<file path="config.mk">
export PLATFORM = sky130hd
export DESIGN_NAME = pausable_seekable_stopwatch
export DESIGN_NICKNAME = d
export VERILOG_FILES = /design/src/psw_pkg.sv /design/src/psw_core.sv /design/src/psw_window.sv /design/src/pausable_seekable_stopwatch.sv
export SDC_FILE = /design/constraint.sdc
export NUM_CORES = 2
export LEC_CHECK = 0
export BUFFER_PORTS_ARGS = -buffer_cell sky130_fd_sc_hd__buf_2
export CAP_MARGIN = 20
export CORE_MARGIN = 3
export CORE_UTILIZATION = 50
export DETAILED_ROUTE_END_ITERATION = 10
export PLACE_DENSITY_LB_ADDON = 0.12
export SYNTH_ARGS = -nofsm -noshare
export SYNTH_HDL_FRONTEND = slang
export SYNTH_SLANG_ARGS = --single-unit
</file>
<file path="constraint.sdc">
create_clock -name clock -period 42.3 [get_ports clock]
set_input_delay 2.115 -clock clock [delete_from_list [all_inputs] [get_ports clock]]
set_output_delay 2.115 -clock clock [all_outputs]
set_load 0.01 [all_outputs]
</file>
<file path="src/psw_pkg.sv">
`timescale 1ns / 1ps
// ----------------------------------------------------------------------------
// psw_pkg
// Shared types and constants of the pausable, seekable stopwatch.
// ----------------------------------------------------------------------------
package psw_pkg;

   localparam int TICK_W   = 64;
   localparam int CMD_W    = 3;
   localparam int REQ_DW   = 4 * TICK_W;
   localparam int RSP_BITS = 3 * TICK_W + 3;
   localparam int RSP_DW   = ((RSP_BITS + 7) / 8) * 8;
   localparam int RSP_PAD  = RSP_DW - RSP_BITS;

   typedef logic [TICK_W-1:0] tick_type;

   // Command codes; the remaining code is a plain query.
   typedef enum logic [CMD_W-1:0] {
      CMD_RESET     = 3'd0,
      CMD_START     = 3'd1,
      CMD_PAUSE     = 3'd2,
      CMD_RESUME    = 3'd3,
      CMD_SET       = 3'd4,
      CMD_SEEK_FWD  = 3'd5,
      CMD_SEEK_BACK = 3'd6
   } cmd_type;

   // One accepted command beat.
   typedef struct packed {
      logic [CMD_W-1:0] cmd;
      tick_type         now;
      tick_type         amount;
      tick_type         win_start;
      tick_type         win_end;
   } item_type;

   // State after a command, together with what the window check needs.
   typedef struct packed {
      logic     running;
      logic     frozen;
      tick_type base;
      tick_type pause_stamp;
      tick_type now;
      tick_type win_start;
      tick_type win_end;
   } snap_type;

   // Elapsed time after a command.
   typedef struct packed {
      logic     running;
      logic     frozen;
      tick_type elapsed;
      tick_type win_start;
      tick_type win_end;
   } elap_type;

   // Result beat, laid out exactly as rsp_tdata.
   typedef struct packed {
      logic [RSP_PAD-1:0]     pad;
      logic signed [TICK_W-1:0] outside_distance;
      tick_type               window_offset;
      logic                   in_window;
      logic                   is_frozen;
      logic                   is_running;
      tick_type               elapsed;
   } rsp_type;

endpackage

</file>
<file path="src/psw_core.sv">
`timescale 1ns / 1ps
// ----------------------------------------------------------------------------
// psw_core
// Stopwatch state and command decode. The state is held as the sum of the
// start stamp and paused time, and a base equal to that sum minus the seek
// offset, so that elapsed time is a single subtraction from the stamp.
// ----------------------------------------------------------------------------
module psw_core import psw_pkg::*; (
   input  logic     clock,
   input  logic     reset,
   input  logic     advance,
   input  logic     item_valid,
   input  item_type item,
   output logic     snap_valid,
   output snap_type snap
);

   tick_type s_ff, s_in;
   tick_type base_ff, base_in;
   tick_type pause_ff, pause_in;
   logic     running_ff, running_in;
   logic     frozen_ff, frozen_in;
   logic     snap_valid_ff;
   snap_type snap_ff;

   tick_type stamp;
   tick_type cur_elapsed;
   tick_type back_step;
   tick_type pause_gap;
   cmd_type  cmd;

   assign cmd = cmd_type'(item.cmd);

   // Elapsed time before the command, used by a backward seek.
   assign stamp       = frozen_ff ? pause_ff : item.now;
   assign cur_elapsed = running_ff ? (stamp - base_ff) : '0;
   assign back_step   = (cur_elapsed < item.amount) ? cur_elapsed : item.amount;
   assign pause_gap   = item.now - pause_ff;

   // Next state for each command.
   always_comb begin
      s_in       = s_ff;
      base_in    = base_ff;
      pause_in   = pause_ff;
      running_in = running_ff;
      frozen_in  = frozen_ff;
      unique case (cmd)
         CMD_RESET: begin
            s_in       = '0;
            base_in    = '0;
            pause_in   = '0;
            running_in = 1'b0;
            frozen_in  = 1'b0;
         end
         CMD_START: begin
            s_in       = item.now;
            base_in    = item.now;
            pause_in   = '0;
            running_in = 1'b1;
            frozen_in  = 1'b0;
         end
         CMD_PAUSE: begin
            if (running_ff && !frozen_ff) begin
               pause_in  = item.now;
               frozen_in = 1'b1;
            end
         end
         CMD_RESUME: begin
            if (running_ff && frozen_ff) begin
               s_in      = s_ff + pause_gap;
               base_in   = base_ff + pause_gap;
               pause_in  = '0;
               frozen_in = 1'b0;
            end
         end
         CMD_SET: begin
            if (running_ff && frozen_ff) begin
               // Freeze the stamp where elapsed reads exactly the amount.
               pause_in = s_ff;
               base_in  = s_ff - item.amount;
            end else begin
               s_in       = item.now;
               base_in    = item.now - item.amount;
               running_in = 1'b1;
               if (!running_ff) begin
                  pause_in  = '0;
                  frozen_in = 1'b0;
               end
            end
         end
         CMD_SEEK_FWD: begin
            base_in = base_ff - item.amount;
         end
         CMD_SEEK_BACK: begin
            base_in = base_ff + back_step;
         end
         default: begin
         end
      endcase
   end

   // State registers change only when a command beat moves on.
   always_ff @(posedge clock) begin
      if (reset) begin
         s_ff       <= '0;
         base_ff    <= '0;
         pause_ff   <= '0;
         running_ff <= 1'b0;
         frozen_ff  <= 1'b0;
      end else if (advance && item_valid) begin
         s_ff       <= s_in;
         base_ff    <= base_in;
         pause_ff   <= pause_in;
         running_ff <= running_in;
         frozen_ff  <= frozen_in;
      end
   end

   // Snapshot stage valid bit.
   always_ff @(posedge clock) begin
      if (reset) begin
         snap_valid_ff <= 1'b0;
      end else if (advance) begin
         snap_valid_ff <= item_valid;
      end
   end

   // Snapshot payload.
   always_ff @(posedge clock) begin
      if (advance) begin
         snap_ff.running     <= running_in;
         snap_ff.frozen      <= frozen_in;
         snap_ff.base        <= base_in;
         snap_ff.pause_stamp <= pause_in;
         snap_ff.now         <= item.now;
         snap_ff.win_start   <= item.win_start;
         snap_ff.win_end     <= item.win_end;
      end
   end

   assign snap_valid = snap_valid_ff;
   assign snap       = snap_ff;

endmodule

</file>
<file path="src/psw_window.sv">
`timescale 1ns / 1ps
// ----------------------------------------------------------------------------
// psw_window
// Elapsed time from the state snapshot, then the event-window check into
// the result register.
// ----------------------------------------------------------------------------
module psw_window import psw_pkg::*; (
   input  logic     clock,
   input  logic     reset,
   input  logic     advance,
   input  logic     snap_valid,
   input  snap_type snap,
   output logic     rsp_valid,
   output rsp_type  rsp
);

   elap_type elap_ff;
   logic     elap_valid_ff;
   rsp_type  rsp_ff, rsp_in;
   logic     rsp_valid_ff;

   tick_type stamp;
   tick_type to_start;
   tick_type to_end;
   logic     before_start;
   logic     after_end;

   assign stamp = snap.frozen ? snap.pause_stamp : snap.now;

   // Elapsed stage.
   always_ff @(posedge clock) begin
      if (advance) begin
         elap_ff.running   <= snap.running;
         elap_ff.frozen    <= snap.frozen;
         elap_ff.elapsed   <= snap.running ? (stamp - snap.base) : '0;
         elap_ff.win_start <= snap.win_start;
         elap_ff.win_end   <= snap.win_end;
      end
   end

   // Window check: the before-start test wins over the after-end test.
   assign to_start     = elap_ff.elapsed - elap_ff.win_start;
   assign to_end       = elap_ff.elapsed - elap_ff.win_end;
   assign before_start = elap_ff.elapsed < elap_ff.win_start;
   assign after_end    = elap_ff.elapsed > elap_ff.win_end;

   always_comb begin
      rsp_in                  = '0;
      rsp_in.elapsed          = elap_ff.elapsed;
      rsp_in.is_running       = elap_ff.running;
      rsp_in.is_frozen        = elap_ff.frozen;
      if (before_start) begin
         rsp_in.outside_distance = $signed(to_start);
      end else if (after_end) begin
         rsp_in.outside_distance = $signed(to_end);
      end else begin
         rsp_in.in_window     = 1'b1;
         rsp_in.window_offset = to_start;
      end
   end

   always_ff @(posedge clock) begin
      if (advance) begin
         rsp_ff <= rsp_in;
      end
   end

   // Valid bits of the elapsed and result stages.
   always_ff @(posedge clock) begin
      if (reset) begin
         elap_valid_ff <= 1'b0;
         rsp_valid_ff  <= 1'b0;
      end else if (advance) begin
         elap_valid_ff <= snap_valid;
         rsp_valid_ff  <= elap_valid_ff;
      end
   end

   assign rsp_valid = rsp_valid_ff;
   assign rsp       = rsp_ff;

endmodule

</file>
<file path="src/pausable_seekable_stopwatch.sv">
`timescale 1ns / 1ps
// ----------------------------------------------------------------------------
// pausable_seekable_stopwatch
// Stopwatch with pause, resume, set and seek commands and an event-window
// check on the elapsed time after every command.
// ----------------------------------------------------------------------------
//  channel   direction  ports                 beat
//  req       in         req_tvalid/tready     one command with its tick stamp
//  rsp       out        rsp_tvalid/tready     elapsed time and window check
//
//  One command per cycle while no result stalls; each result beat is offered
//  once its command beat has passed the input, state and elapsed registers
//  into the result register. The state update for one command is computed
//  combinationally, so commands follow each other with no gap.
//  Synchronous reset clears the stopwatch state and all stage valid bits.
//  A stalled result holds the whole pipeline; req_tready is high whenever the
//  result register is empty or being taken.
// ----------------------------------------------------------------------------
module pausable_seekable_stopwatch import psw_pkg::*; (
   input  logic              clock,
   input  logic              reset,
   // Command channel.
   input  logic              req_tvalid,
   output logic              req_tready,
   input  logic [REQ_DW-1:0] req_tdata,  // now_ticks, amount, window_start, window_end
   input  logic [CMD_W-1:0]  req_tuser,  // command
   // Result channel.
   output logic              rsp_tvalid,
   input  logic              rsp_tready,
   output logic [RSP_DW-1:0] rsp_tdata   // elapsed, is_running, is_frozen, in_window,
                                         // window_offset, outside_distance, zero fill
);

   logic     advance;
   logic     item_valid_ff;
   item_type item_ff;
   logic     snap_valid;
   snap_type snap;
   logic     rsp_valid;
   rsp_type  rsp;

   // Every stage moves when the result register can take a new beat.
   assign advance    = !rsp_valid || rsp_tready;
   assign req_tready = advance;

   // Input register.
   always_ff @(posedge clock) begin
      if (reset) begin
         item_valid_ff <= 1'b0;
      end else if (advance) begin
         item_valid_ff <= req_tvalid;
      end
   end

   always_ff @(posedge clock) begin
      if (advance) begin
         item_ff.cmd       <= req_tuser;
         item_ff.now       <= req_tdata[TICK_W-1:0];
         item_ff.amount    <= req_tdata[2*TICK_W-1:TICK_W];
         item_ff.win_start <= req_tdata[3*TICK_W-1:2*TICK_W];
         item_ff.win_end   <= req_tdata[4*TICK_W-1:3*TICK_W];
      end
   end

   psw_core u_core (
      .clock      (clock),
      .reset      (reset),
      .advance    (advance),
      .item_valid (item_valid_ff),
      .item       (item_ff),
      .snap_valid (snap_valid),
      .snap       (snap)
   );

   psw_window u_window (
      .clock      (clock),
      .reset      (reset),
      .advance    (advance),
      .snap_valid (snap_valid),
      .snap       (snap),
      .rsp_valid  (rsp_valid),
      .rsp        (rsp)
   );

   assign rsp_tvalid = rsp_valid;
   assign rsp_tdata  = rsp;

endmodule

</file>
==> results.py <==
metrics = {
    "global_routing": {
        "grt_pass1_wl_um": 407600,
        "grt_remaining_overflow": 0,
        "antenna_found_initial": 19,
        "gr-usage-all-layers_pct": 33.46,
        "grt_max_degree": 184,
        "grt_pass1_vias": 62249,
    },
    "clocking": {
        "clkLatencyLatePin_ns": 0.78,
        "cts_tree": "done",
        "cts_resized": 0,
        "post_cts_buffers": 0,
        "clk_pin_slew_ns": 0.06,
        "cts-root-buf": "clkbuf_16",
        "clock_path_buffers": 3,
        "cts.sinks": 1168,
        "ctsHoldBuffers": 0,
        "htreeDepth": 4,
        "cts-buffers-inserted": 133,
    },
    "worst_setup_path": {
        "required_ns": 42.97,
        "r2r_cells": 42,
        "worstPathMaxFanout": 57,
        "start_kind": "flip-flop",
        "critPathCaptureType": "flip-flop",
        "crit_type": "reg -> reg",
        "r2r_slack_ns": 29.53,
        "r2r_start": "u_core.frozen_ff",
        "worst_path_max_delay_cell": "buf_4",
        "reg2reg_to": "u_core.base_ff[56]",
        "slowest_delay_ns": 0.74,
        "critPathArrivalTime_ns": 13.44,
    },
    "sta": {
        "fin_hold_ws_ns": 0.4011,
        "finalClockSkew_ns": 0.03556,
        "max_clock_freq_mhz": 78.29,
        "finalCritPeriodShare_pct": 30.20,
        "finalSetupTns_ns": 0,
        "setup_viol": 0,
        "rsz0062_at_grt": "false",
        "fin_ws_ns": 29.53,
        "slew_headroom_pct": 17.35,
        "drv_slew": 0,
        "hold_viol_final": 0,
        "min_period_ns": 12.77,
        "worstMarginPinSlew_ns": 1.237,
    },
    "place": {
        "dpl_worst_slack_ns": 29.73,
        "dpl.hpwl_um": 217000,
        "placed_cell_area_mm2": 0.08255,
        "io_buffers": 459,
        "dp_cells": 10407,
        "gp_congestion": 1.029,
    },
    "hold_path": {
        "min-delay-path-class": "reg -> reg",
        "hold_path_end": "u_window.elap_ff[3]",
        "min_from": "u_core.snap[3]",
        "min_path_cells": 0,
    },
    "drt": {
        "wl_um": 280300,
        "wire_per_inst_um": 26.29,
        "first_pass_iters": 6,
        "first_iter_violations": 8261,
        "vias": 67102,
        "ant_nets": 0,
        "via_per_inst": 6.294,
        "drc": 0,
    },
    "power": {
        "netSwitchingPower_mw": 1.396,
        "leakagePower_nw": 37.60,
        "clkPwrFrac_pct": 29.6,
        "power_density_mw_per_mm2": 45.82,
        "total_power_mw": 3.989,
        "p_int_mw": 2.593,
        "vdd_ir_drop_max_v": 0.00003635,
        "p_comb_share_pct": 32.4,
        "swShare_pct": 35.00,
        "seqPwrFrac_pct": 38.0,
    },
    "finish": {
        "fill_cells": 13597,
        "final_core_util_pct": 56.25,
        "stdcell_area_mm2": 0.08706,
        "multi_input_area_mm2": 0.04200,
        "drive_above_1_share_pct": 11.10,
        "syn2layout_area_growth_pct": 11.19,
        "nNetsFinal": 9420,
        "fin_cells": 10662,
        "ff_latch_area_mm2": 0.03309,
    },
    "synth": {
        "synth_cell_types": 102,
        "yosysTopAreaCellShare_pct": 37.20,
        "yosysWarnings": 0,
        "synth_seq_area_share_pct": 42.26,
        "synth.avg_cell_area_um2": 9.587,
        "synth_area_leaders": "edfxtp_1 37%, ha_1 10%, dfxtp_1 5.1%, a21oi_1 4.8%, a21o_1 3.7%",
        "synth_cells": 8168,
        "ys_seq_elements": 1168,
        "async_reset_ff_share_pct": 0,
        "synth_top_cell_by_area": "edfxtp_1",
        "synth_top_flop_cell": "edfxtp_1",
        "synth_edf_count": 970,
        "syn_area_mm2": 0.07831,
    },
    "floorplanning": {
        "io_pins": 465,
        "die_h_um": 401.7,
        "initial_core_util_pct": 50.60,
        "dieWidth_um": 401.7,
        "die-area_mm2": 0.1614,
        "coreArea_mm2": 0.1548,
        "rows": 144,
    },
    "outcome": {
        "status": "complete, no violations",
    },
    "job": {
        "maxCapViolCount": 0,
    },
}
## power groups by stage
| stage | combinational [mW] | clock [mW] | sequential (mW) |
|---|---|---|---|
| CTS | 1.26 | 1.20 | 1.51 |
| global placement | 1.25 | 0 | 1.54 |
| floorplan | 0.855 | 0 | 1.53 |
| finish | 1.29 | 1.18 | 1.52 |
| global route | 1.40 | 1.25 | 1.53 |
| detailed placement | 1.26 | 0 | 1.54 |
## critical path, delay by kind of cell, from the launching register on
family                     cells  cell delay [ns]
buffers and inverters          2             1.16
and+or+nand+nor               14             3.42
AOI/OAI and AO/OA             20             5.60
muxes                          2             0.60
adders and majority gates      3             1.07
xor gates and xnor gates       1             0.11
DFF                            1             0.68
## logic make-up after synthesis
group,after synthesis,synth area share (%)
mux,148,2.090
compound gates,2525,21.31
flops,1168,42.26
simple gates,2285,13.82
other cells,1,0.004789
fa+ha+maj,657,10.58
buf+inv,876,4.249
xor+xnor,508,5.692
## layer usage
metal | GRT usage, % | part of all wire, % | vias up
met2 | 48.20 | 41 | 3357
met3 | 7.297 | 10 | 435
met1 | 49.90 | 45 | 32205
met5 | 0 | 0.0096 | -
met4 | 10.55 | 3.3 | 4
li1 | - | - | 31101
## cells in the final DEF (no fill, tap or decap), types with 84 or more instances in the layout
cell type,synthesis,final
and3_1,84,84
clkbuf_16,0,137
nand2b_1,93,91
ha_1,648,648
inv_1,527,527
a31oi_1,89,89
o21ai_0,359,359
a21o_1,381,381
edfxtp_1,970,970
xor2_1,200,200
nor2_1,618,613
xnor2_1,307,307
mux2_2,124,124
o21bai_1,92,92
a221oi_1,85,85
a211oi_1,106,106
nand4_1,121,121
nand3_1,150,150
nand2_1,684,680
a21oi_1,744,742
buf_2,10,458
and2_1,137,132
o22ai_1,85,85
nor3_1,154,152
dfxtp_1,198,196
## registers in the layout, summed over array words and instances, names as in the netlist
name and flops:
u_core.snap 322, u_window.rsp 195, u_window.rsp_valid 1, u_window.elap_ff 194, item_valid_ff 1, u_core.pause_ff 64
u_core.s_ff 64, u_window.elap_valid_ff 1, u_core.running_ff 1, u_core.base_ff 64, u_core.frozen_ff 1, item_ff 259
u_core.snap_valid 1
## cell type report
type                            instances  area share (%)
Antenna cell                           12         0.03449
Clock buffer                          167           4.124
Clock inverter                         74           1.009
Inverter                              529           2.281
Multi-Input combinational cell       6128           48.24
Sequential cell                      1168           38.01
Tap cell                             2044           2.937
Timing Repair Buffer                  540           3.358
## Yosys cell counts, drive strengths merged (109+ instances only)
master	instances
edfxtp	970
a21oi	744
ha	648
nand2	686
and2	137
inv	528
o21ai	388
a211oi	109
clkbuf	302
a21o	381
nand3	150
nand4	121
dfxtp	198
xnor2	308
xor2	200
mux2	124
nor2	619
nor3	156
## worst max-delay path by stage
| stage | startpoint | endpoint | slack, ns | cells past startpoint |
|---|---|---|---|---|
| after CTS | u_core.frozen_ff | u_core.base_ff[56] | 29.69 | 42 |
| after global placement | u_core.frozen_ff | u_core.base_ff[56] | 29.75 | 42 |
| final | u_core.frozen_ff | u_core.base_ff[56] | 29.53 | 42 |
| after global routing | u_core.frozen_ff | u_core.base_ff[56] | 28.98 | 41 |
| after detailed placement | u_core.frozen_ff | u_core.base_ff[56] | 29.73 | 42 |
| after floorplan | rsp_tready | u_core.s_ff[50] | 10.52 | 10 |
(Power assumes the default switching activity.)
